`src/rtl/ssp_pkg.sv`:
```
// ---------------------------------------------------------------------------
// Shortest path unit package
// Payload types, field widths, register indexes and distance saturation.
// ---------------------------------------------------------------------------
package ssp_pkg;

  localparam int DEF_MAX_NODES = 16;
  localparam int DEF_MAX_EDGES = 64;

  localparam int NODE_W      = 4;
  localparam int WEIGHT_W    = 16;
  localparam int DIST_W      = 24;
  localparam int NUM_NODES_W = 5;
  localparam int CFG_IDX_W   = 1;
  localparam int CFG_DATA_W  = 5;

  localparam logic [CFG_IDX_W-1:0] REG_NUM_NODES   = 1'b0;
  localparam logic [CFG_IDX_W-1:0] REG_SOURCE_NODE = 1'b1;

  localparam logic [NUM_NODES_W-1:0] NUM_NODES_RST = 5'd16;
  localparam logic [NODE_W-1:0]      SOURCE_RST    = 4'd0;

  typedef struct packed {
    logic [NODE_W-1:0]          edge_from;
    logic [NODE_W-1:0]          edge_to;
    logic signed [WEIGHT_W-1:0] edge_weight;
    logic                       last_edge;
  } edge_item_t;

  typedef struct packed {
    logic [NODE_W-1:0]        node_index;
    logic signed [DIST_W-1:0] path_distance;
    logic                     reachable;
    logic [NODE_W-1:0]        predecessor;
    logic                     has_predecessor;
    logic                     last_node;
  } node_result_t;

  // Clamp a sum one bit wider than a distance back into the distance range.
  function automatic logic signed [DIST_W-1:0] sat_dist(input logic [DIST_W:0] s);
    logic signed [DIST_W-1:0] r;
    if (s[DIST_W] != s[DIST_W-1]) begin
      r = s[DIST_W] ? {1'b1, {(DIST_W-1){1'b0}}} : {1'b0, {(DIST_W-1){1'b1}}};
    end else begin
      r = s[DIST_W-1:0];
    end
    return r;
  endfunction

endpackage

```
`src/rtl/single_source_shortest_paths_unit.sv`:
```
// ---------------------------------------------------------------------------
// Single-source shortest path unit
// Stores a directed edge list and runs Bellman-Ford relaxation over it.
// ---------------------------------------------------------------------------
// Edges arrive on the in_ channel, one request per cycle, and are stored in
// load order. Edges beyond MAX_EDGES are dropped. The request with last_edge
// set is stored too and starts the computation; in_stall stays high until the
// last result has been taken. Relaxation runs num_nodes-1 passes over the
// stored edges unless the source is out of range or no edge is stored; each
// edge goes through edge memory read, node memory read, add and saturate,
// and compare and write back. Then one result per node comes out on the
// out_ channel in ascending order, the next once the last one is taken;
// a stalled result holds its value. Configuration writes on cfg_ are
// always ready and belong between graphs. Reset clears the edge count and
// the node flags and returns to loading; no memory clearing pass is needed.
// ---------------------------------------------------------------------------
module single_source_shortest_paths_unit #(
  parameter int MAX_NODES = ssp_pkg::DEF_MAX_NODES,
  parameter int MAX_EDGES = ssp_pkg::DEF_MAX_EDGES
) (
  input  logic                            clk,
  input  logic                            rst_n,
  input  logic                            in_valid,
  output logic                            in_stall,
  input  ssp_pkg::edge_item_t             in_data,
  output logic                            out_valid,
  input  logic                            out_stall,
  output ssp_pkg::node_result_t           out_data,
  input  logic                            cfg_valid,
  output logic                            cfg_ready,
  input  logic [ssp_pkg::CFG_IDX_W-1:0]   cfg_index,
  input  logic [ssp_pkg::CFG_DATA_W-1:0]  cfg_data
);
  import ssp_pkg::*;

  localparam int NW  = $clog2(MAX_NODES);
  localparam int NCW = $clog2(MAX_NODES + 1);
  localparam int EAW = (MAX_EDGES > 1) ? $clog2(MAX_EDGES) : 1;
  localparam int EW1 = $clog2(MAX_EDGES + 1);

  localparam logic [3:0] S_IDLE   = 4'd0;
  localparam logic [3:0] S_START  = 4'd1;
  localparam logic [3:0] S_EREAD  = 4'd2;
  localparam logic [3:0] S_NREAD  = 4'd3;
  localparam logic [3:0] S_CALC   = 4'd4;
  localparam logic [3:0] S_UPDATE = 4'd5;
  localparam logic [3:0] S_OREAD  = 4'd6;
  localparam logic [3:0] S_OLOAD  = 4'd7;
  localparam logic [3:0] S_OWAIT  = 4'd8;

  typedef struct packed {
    logic [NODE_W-1:0]          tail;
    logic [NODE_W-1:0]          head;
    logic signed [WEIGHT_W-1:0] weight;
  } edge_entry_t;

  typedef struct packed {
    logic signed [DIST_W-1:0] distance;
    logic [NODE_W-1:0]        parent;
  } node_entry_t;

  edge_entry_t edge_mem [MAX_EDGES];
  node_entry_t node_mem [MAX_NODES];

  logic [3:0]             state_r, state_nxt;
  logic [NUM_NODES_W-1:0] num_nodes_r, num_nodes_nxt;
  logic [NODE_W-1:0]      source_r, source_nxt;
  logic [EW1-1:0]         edge_cnt_r, edge_cnt_nxt;
  logic [EW1-1:0]         eidx_r, eidx_nxt;
  logic [NCW-1:0]         n_r, n_nxt;
  logic [NCW-1:0]         pass_r, pass_nxt;
  logic [NCW-1:0]         i_r, i_nxt;
  logic [MAX_NODES-1:0]   reached_r, reached_nxt;
  logic [MAX_NODES-1:0]   pvalid_r, pvalid_nxt;
  logic                   out_valid_r, out_valid_nxt;
  node_result_t           out_r, out_nxt;

  edge_entry_t              edge_rd_r;
  node_entry_t              node_a_r, node_b_r;
  logic                     skip_r;
  logic signed [DIST_W-1:0] cand_r;

  logic              in_acc;
  logic              store_edge;
  logic [7:0]        nn_w;
  logic [7:0]        n_eff;
  logic              src_ok;
  logic [NW-1:0]     src_idx, u_idx, v_idx, i_idx;
  logic              relax;
  logic              node_we;
  logic [NW-1:0]     node_waddr;
  node_entry_t       node_wdata;
  logic [DIST_W:0]   sum_w;

  assign in_stall  = (state_r != S_IDLE);
  assign in_acc    = in_valid && !in_stall;
  assign cfg_ready = 1'b1;
  assign out_valid = out_valid_r;
  assign out_data  = out_r;

  assign store_edge = in_acc && (edge_cnt_r < EW1'(MAX_EDGES));
  assign nn_w       = 8'(num_nodes_r);
  assign n_eff      = (nn_w == 8'd0) ? 8'd1 :
                      (nn_w > 8'(MAX_NODES)) ? 8'(MAX_NODES) : nn_w;
  assign src_ok     = 8'(source_r) < 8'(n_r);
  assign src_idx    = NW'(source_r);
  assign u_idx      = NW'(edge_rd_r.tail);
  assign v_idx      = NW'(edge_rd_r.head);
  assign i_idx      = i_r[NW-1:0];

  // Relaxation from a reached tail; an unreached head always takes the value.
  assign relax = (state_r == S_UPDATE) && !skip_r &&
                 (!reached_r[v_idx] || (cand_r < node_b_r.distance));

  assign sum_w = {node_a_r.distance[DIST_W-1], node_a_r.distance} +
                 {{(DIST_W + 1 - WEIGHT_W){edge_rd_r.weight[WEIGHT_W-1]}},
                  edge_rd_r.weight};

  always_comb begin
    node_we    = 1'b0;
    node_waddr = v_idx;
    node_wdata = '{distance: cand_r, parent: edge_rd_r.tail};
    if (state_r == S_START) begin
      node_we    = src_ok;
      node_waddr = src_idx;
      node_wdata = '{distance: '0, parent: '0};
    end else if (relax) begin
      node_we = 1'b1;
    end
  end

  always_comb begin
    state_nxt     = state_r;
    num_nodes_nxt = num_nodes_r;
    source_nxt    = source_r;
    edge_cnt_nxt  = edge_cnt_r;
    eidx_nxt      = eidx_r;
    n_nxt         = n_r;
    pass_nxt      = pass_r;
    i_nxt         = i_r;
    reached_nxt   = reached_r;
    pvalid_nxt    = pvalid_r;
    out_valid_nxt = out_valid_r;
    out_nxt       = out_r;

    if (cfg_valid && cfg_ready) begin
      unique case (cfg_index)
        REG_NUM_NODES:   num_nodes_nxt = cfg_data[NUM_NODES_W-1:0];
        REG_SOURCE_NODE: source_nxt = cfg_data[NODE_W-1:0];
      endcase
    end

    unique case (state_r)
      S_IDLE: begin
        if (store_edge) begin
          edge_cnt_nxt = edge_cnt_r + EW1'(1);
        end
        if (in_acc && in_data.last_edge) begin
          n_nxt     = NCW'(n_eff);
          state_nxt = S_START;
        end
      end
      S_START: begin
        reached_nxt = '0;
        pvalid_nxt  = '0;
        if (src_ok) begin
          reached_nxt[src_idx] = 1'b1;
        end
        eidx_nxt = '0;
        pass_nxt = '0;
        i_nxt    = '0;
        if (!src_ok || (n_r == NCW'(1)) || (edge_cnt_r == '0)) begin
          state_nxt = S_OREAD;
        end else begin
          state_nxt = S_EREAD;
        end
      end
      S_EREAD: state_nxt = S_NREAD;
      S_NREAD: state_nxt = S_CALC;
      S_CALC:  state_nxt = S_UPDATE;
      S_UPDATE: begin
        if (relax) begin
          reached_nxt[v_idx] = 1'b1;
          pvalid_nxt[v_idx]  = 1'b1;
        end
        if ((eidx_r + EW1'(1)) == edge_cnt_r) begin
          eidx_nxt = '0;
          if (((NCW+1)'(pass_r) + (NCW+1)'(2)) == (NCW+1)'(n_r)) begin
            state_nxt = S_OREAD;
          end else begin
            pass_nxt  = pass_r + NCW'(1);
            state_nxt = S_EREAD;
          end
        end else begin
          eidx_nxt  = eidx_r + EW1'(1);
          state_nxt = S_EREAD;
        end
      end
      S_OREAD: state_nxt = S_OLOAD;
      S_OLOAD: begin
        out_nxt.node_index      = NODE_W'(i_r);
        out_nxt.reachable       = reached_r[i_idx];
        out_nxt.path_distance   = reached_r[i_idx] ? node_a_r.distance : '0;
        out_nxt.has_predecessor = pvalid_r[i_idx];
        out_nxt.predecessor     = pvalid_r[i_idx] ? node_a_r.parent : '0;
        out_nxt.last_node       = ((NCW+1)'(i_r) + (NCW+1)'(1)) == (NCW+1)'(n_r);
        out_valid_nxt           = 1'b1;
        state_nxt               = S_OWAIT;
      end
      S_OWAIT: begin
        if (!out_stall) begin
          out_valid_nxt = 1'b0;
          if (out_r.last_node) begin
            edge_cnt_nxt = '0;
            state_nxt    = S_IDLE;
          end else begin
            i_nxt     = i_r + NCW'(1);
            state_nxt = S_OREAD;
          end
        end
      end
      default: state_nxt = S_IDLE;
    endcase
  end

  always_ff @(posedge clk) begin
    if (!rst_n) begin
      state_r     <= S_IDLE;
      num_nodes_r <= NUM_NODES_RST;
      source_r    <= SOURCE_RST;
      edge_cnt_r  <= '0;
      eidx_r      <= '0;
      n_r         <= '0;
      pass_r      <= '0;
      i_r         <= '0;
      reached_r   <= '0;
      pvalid_r    <= '0;
      out_valid_r <= 1'b0;
    end else begin
      state_r     <= state_nxt;
      num_nodes_r <= num_nodes_nxt;
      source_r    <= source_nxt;
      edge_cnt_r  <= edge_cnt_nxt;
      eidx_r      <= eidx_nxt;
      n_r         <= n_nxt;
      pass_r      <= pass_nxt;
      i_r         <= i_nxt;
      reached_r   <= reached_nxt;
      pvalid_r    <= pvalid_nxt;
      out_valid_r <= out_valid_nxt;
    end
  end

  always_ff @(posedge clk) begin
    out_r <= out_nxt;
  end

  // Edge store: written while loading, read once per relaxation step.
  always_ff @(posedge clk) begin
    if (store_edge) begin
      edge_mem[edge_cnt_r[EAW-1:0]] <= '{tail:   in_data.edge_from,
                                          head:   in_data.edge_to,
                                          weight: in_data.edge_weight};
    end
    if (state_r == S_EREAD) begin
      edge_rd_r <= edge_mem[eidx_r[EAW-1:0]];
    end
  end

  // Node store: each edge finishes its write back before the next edge reads,
  // so reads never overlap a pending write to the same entry.
  always_ff @(posedge clk) begin
    if (node_we) begin
      node_mem[node_waddr] <= node_wdata;
    end
    if (state_r == S_NREAD) begin
      node_a_r <= node_mem[u_idx];
      node_b_r <= node_mem[v_idx];
    end else if (state_r == S_OREAD) begin
      node_a_r <= node_mem[i_idx];
    end
  end

  always_ff @(posedge clk) begin
    if (state_r == S_NREAD) begin
      skip_r <= (8'(edge_rd_r.tail) >= 8'(n_r)) || (8'(edge_rd_r.head) >= 8'(n_r)) ||
                !reached_r[u_idx];
    end
    if (state_r == S_CALC) begin
      cand_r <= sat_dist(sum_w);
    end
  end

endmodule

```
`config.mk`:
```
export PLATFORM = sky130hd
export DESIGN_NAME = single_source_shortest_paths_unit
export DESIGN_NICKNAME = d
export VERILOG_FILES = /design/src/rtl/ssp_pkg.sv /design/src/rtl/single_source_shortest_paths_unit.sv
export SDC_FILE = /design/constraint.sdc
export NUM_CORES = 2
export LEC_CHECK = 0
export BUFFER_PORTS_ARGS = -buffer_cell sky130_fd_sc_hd__buf_2
export CAP_MARGIN = 20
export CORE_ASPECT_RATIO = 1.2
export CORE_MARGIN = 2
export CORE_UTILIZATION = 55
export CTS_CLUSTER_DIAMETER = 120
export DETAILED_ROUTE_END_ITERATION = 7
export GPL_TIMING_DRIVEN = 0
export PLACE_DENSITY = 0.74
export SETUP_SLACK_MARGIN = 0.4
export SYNTH_ARGS = -nofsm -noshare
export SYNTH_HDL_FRONTEND = slang
export SYNTH_SLANG_ARGS = --single-unit
```
`constraint.sdc`:
```
create_clock -name clk -period 12.9 [get_ports clk]
set_input_delay 1.29 -clock clk [delete_from_list [all_inputs] [get_ports clk]]
set_output_delay 1.29 -clock clk [all_outputs]
set_load 0.02 [all_outputs]
```
==> results.py <==
metrics = {
    "worst_setup_path": {
        "max_stage_delay_ps": 810,
        "path_max_fanout": 10,
        "cpMostUsedCell": "buf_4",
        "cp.arrival_ps": 5810,
        "worst-path-buf-inv": 8,
        "cp_top_family": "buffers and inverters",
        "cp_slowest_cell": "buf_1",
        "worst_setup_path_end_kind": "flop",
        "start_kind": "flop",
        "worstPathRequired_ps": 13450,
        "critPathKind": "reg2reg",
        "cp_cell_sequence": "clkbuf_1 -> clkbuf_1 -> buf_1 -> nand2_1 -> o21ai_0 -> nor4b_2 -> buf_4 -> buf_4 -> buf_6 -> buf_4 -> buf_4",
    },
    "synth": {
        "synth-xor-area-share_pct": 0.5010,
        "syn_nets": 4395,
        "synthFlopType": "edfxtp_1",
        "syn_area_sq_um": 92910,
        "ys_seq_area_share_pct": 70.22,
        "synth-adder-area-share_pct": 0.9265,
        "synth-warning-count": 0,
        "yosysUniqueCellTypes": 71,
        "synth_edf_count": 2120,
        "syn_area_per_cell_sq_um": 21.64,
        "synth-simple-area-share_pct": 2.544,
        "ys_ff_latch": 2199,
        "synthCells": 4294,
        "async_flop_share_pct": 0,
        "synth-compound-area-share_pct": 1.615,
        "synth_top_family_by_area": "multiplexers",
        "synthMuxAreaShare_pct": 22.85,
    },
    "place": {
        "gp_congestion": 0.9850,
        "dp.cells": 6731,
        "hpwlAfterDp_mm": 170.7,
        "port_buffers": 72,
    },
    "power": {
        "clockPowerShare_pct": 43.7,
        "irDropWorstVdd_uv": 158.0,
        "seqPwrFrac_pct": 53.3,
        "power.share.combinational_pct": 3.0,
        "power_switching_w": 0.003065,
        "power.leakage_nw": 32.21,
        "internal_power_w": 0.01173,
        "p_per_area_nw_per_um2": 139.9,
        "sw_frac_of_total_pct": 20.72,
    },
    "run": {
        "maxCapViolations": 0,
    },
    "die": {
        "die_x_um": 379.2,
        "die_area_sq_um": 172200,
        "start_util_pct": 55.29,
        "die_y_um": 454.2,
        "rows": 165,
        "ios": 74,
        "core-area_sq_um": 168000,
    },
    "final_layout": {
        "instances_no_fill": 7143,
        "regArea_sq_um": 65240,
        "nFillCells": 11160,
        "drive_above_1_share_pct": 33.26,
        "mostFrequentLayoutCells": "edfxtp_1, mux4_2, clkbuf_16",
        "final_common_cell": "edfxtp_1",
        "syn_to_final_growth_pct": 13.88,
        "multi_input_comb_area_sq_um": 26950,
        "nets": 4807,
    },
    "route": {
        "first_iter_violations": 7144,
        "first_pass_iters": 6,
        "vias": 48980,
        "drc": 0,
        "viasPerCell": 6.857,
        "wire_per_inst_um": 36.11,
        "wirelength_mm": 257.9,
        "final_antenna_net_count": 0,
    },
    "clock_network": {
        "hold_buffers": 0,
        "cts_tree": "built",
        "cts_max_level": 4,
        "clock-sinks": 2199,
        "cts_buffers": 207,
        "cts_resized": 0,
        "clk_latency_ps": 890,
        "cts_setup_buffers": 0,
        "clk_pin_slew_ps": 60,
        "cts_buffer_depth": 3,
        "clockRootBuffer": "clkbuf_16",
    },
    "sta": {
        "finClkSkew_ps": 92.90,
        "setup_viol": 0,
        "slew_headroom_pct": 19.54,
        "finalHoldViolations": 0,
        "whs_ps": 441.7,
        "fin_crit_sh_pct": 40.78,
        "tns_ps": 0,
        "max_freq_mhz": 190.1,
        "rsz0062_at_grt": "false",
        "slew_violations": 0,
        "tightest_slew_ps": 1207,
        "post-route-min-period_ps": 5260,
    },
    "global_routing": {
        "grtUsageTotal_pct": 30.47,
        "grt_pass1_wl_mm": 362.4,
        "grt_pass1_vias": 49280,
        "grt-ovfl-total": 0,
        "antenna_found_initial": 21,
        "grt_max_degree": 65,
    },
    "min_path": {
        "hold_path_class": "reg2reg",
    },
    "outcome": {
        "status": "complete, no violations",
    },
}
[routing by layer]
metal / vias up / GRT usage (%) / routed length [um]
met5: - / 0 / 147
met4: 22 / 18.15 / 18270
met3: 779 / 6.731 / 24500
met2: 3210 / 50.01 / 128300
met1: 25700 / 37.37 / 86700
li1: 19270 / - / -
[final timing paths]
| path | start | to | slack [ps] | cells past startpoint |
|---|---|---|---|---|
| min reg2reg | i_r[2]$_SDFFE_PN0P_ | out_data[33]$_DFFE_PP_ | 440 | 0 |
| min | i_r[2]$_SDFFE_PN0P_ | out_data[33]$_DFFE_PP_ | 440 | 0 |
| max | v_idx[1]$_DFFE_PP_ | node_mem[7][23]$_DFFE_PP_ | 7640 | 11 |
| max reg2reg | v_idx[1]$_DFFE_PP_ | node_mem[7][23]$_DFFE_PP_ | 7640 | 11 |
[registers in the layout, indices dropped and copies added (netlist names), named ones only]
signal	cells
cand_r	24
edge_cnt_r	7
edge_mem	1536
edge_rd_r	16
eidx_r	7
i_r	5
n_r	5
node_a_r	28
node_b_r	24
node_mem	448
num_nodes_r	5
out_data	35
out_valid	1
pass_r	5
pvalid_r	16
reached_r	16
skip_r	1
source_r	4
state_r	4
u_idx	4
v_idx	4
[final cells by class]
| class | count | area share (%) |
|---|---|---|
| Sequential cell | 2199 | 61.66 |
| Clock buffer | 245 | 5.079 |
| Inverter | 47 | 0.1667 |
| Antenna cell | 6 | 0.01419 |
| Multi-Input combinational cell | 1785 | 25.47 |
| Tap cell | 2254 | 2.665 |
| Clock inverter | 141 | 1.764 |
| Buffer | 263 | 1.013 |
| Timing Repair Buffer | 203 | 2.163 |
[Yosys cell counts (32+ instances only)]
cell type / instances / area [sq um]
nand3_1: 37 / 185.2
nor2_1: 137 / 514.2
clkbuf_1: 167 / 626.9
edfxtp_1: 2120 / 63660
ha_1: 64 / 800.8
mux4_2: 924 / 20810
a21oi_1: 97 / 485.5
nand2_1: 60 / 225.2
dfxtp_1: 79 / 1582
buf_2: 53 / 265.3
buf_1: 40 / 150.1
and2_1: 58 / 362.9
inv_1: 47 / 176.4
nor3_1: 45 / 225.2
o21ai_0: 32 / 160.2
[kinds of logic after synthesis]
logic type / after synthesis
multiplexers: 962
buffers and inverters: 310
AO/OA/AOI/OAI: 246
flip-flops: 2199
adder cells (fa/ha/maj): 69
other: 1
XOR/XNOR: 50
AND/OR/NAND/NOR: 457
[metrics by stage]
step                      setup WS (ps)  power, W  cell area [sq um]  utilization, %
final                              7640   0.01480             105800           62.96
after global routing               7633   0.01512             105800           62.96
after CTS                          7973   0.01482             105500           62.75
after detailed placement           7997  0.008463              98220           58.45
after global placement             1728  0.008424              96090           57.18
after floorplan                    7443  0.008233              92910               -
[power by group through the flow]
stage | sequential, W | clock (W) | combinational [W]
floorplan | 0.00803 | 0 | 0.000199
global placement | 0.00805 | 0 | 0.000376
detailed placement | 0.00805 | 0 | 0.000418
CTS | 0.00789 | 0.00651 | 0.000420
global route | 0.00789 | 0.00677 | 0.000457
finish | 0.00789 | 0.00647 | 0.000437
Power figures use the tool's default switching activity.
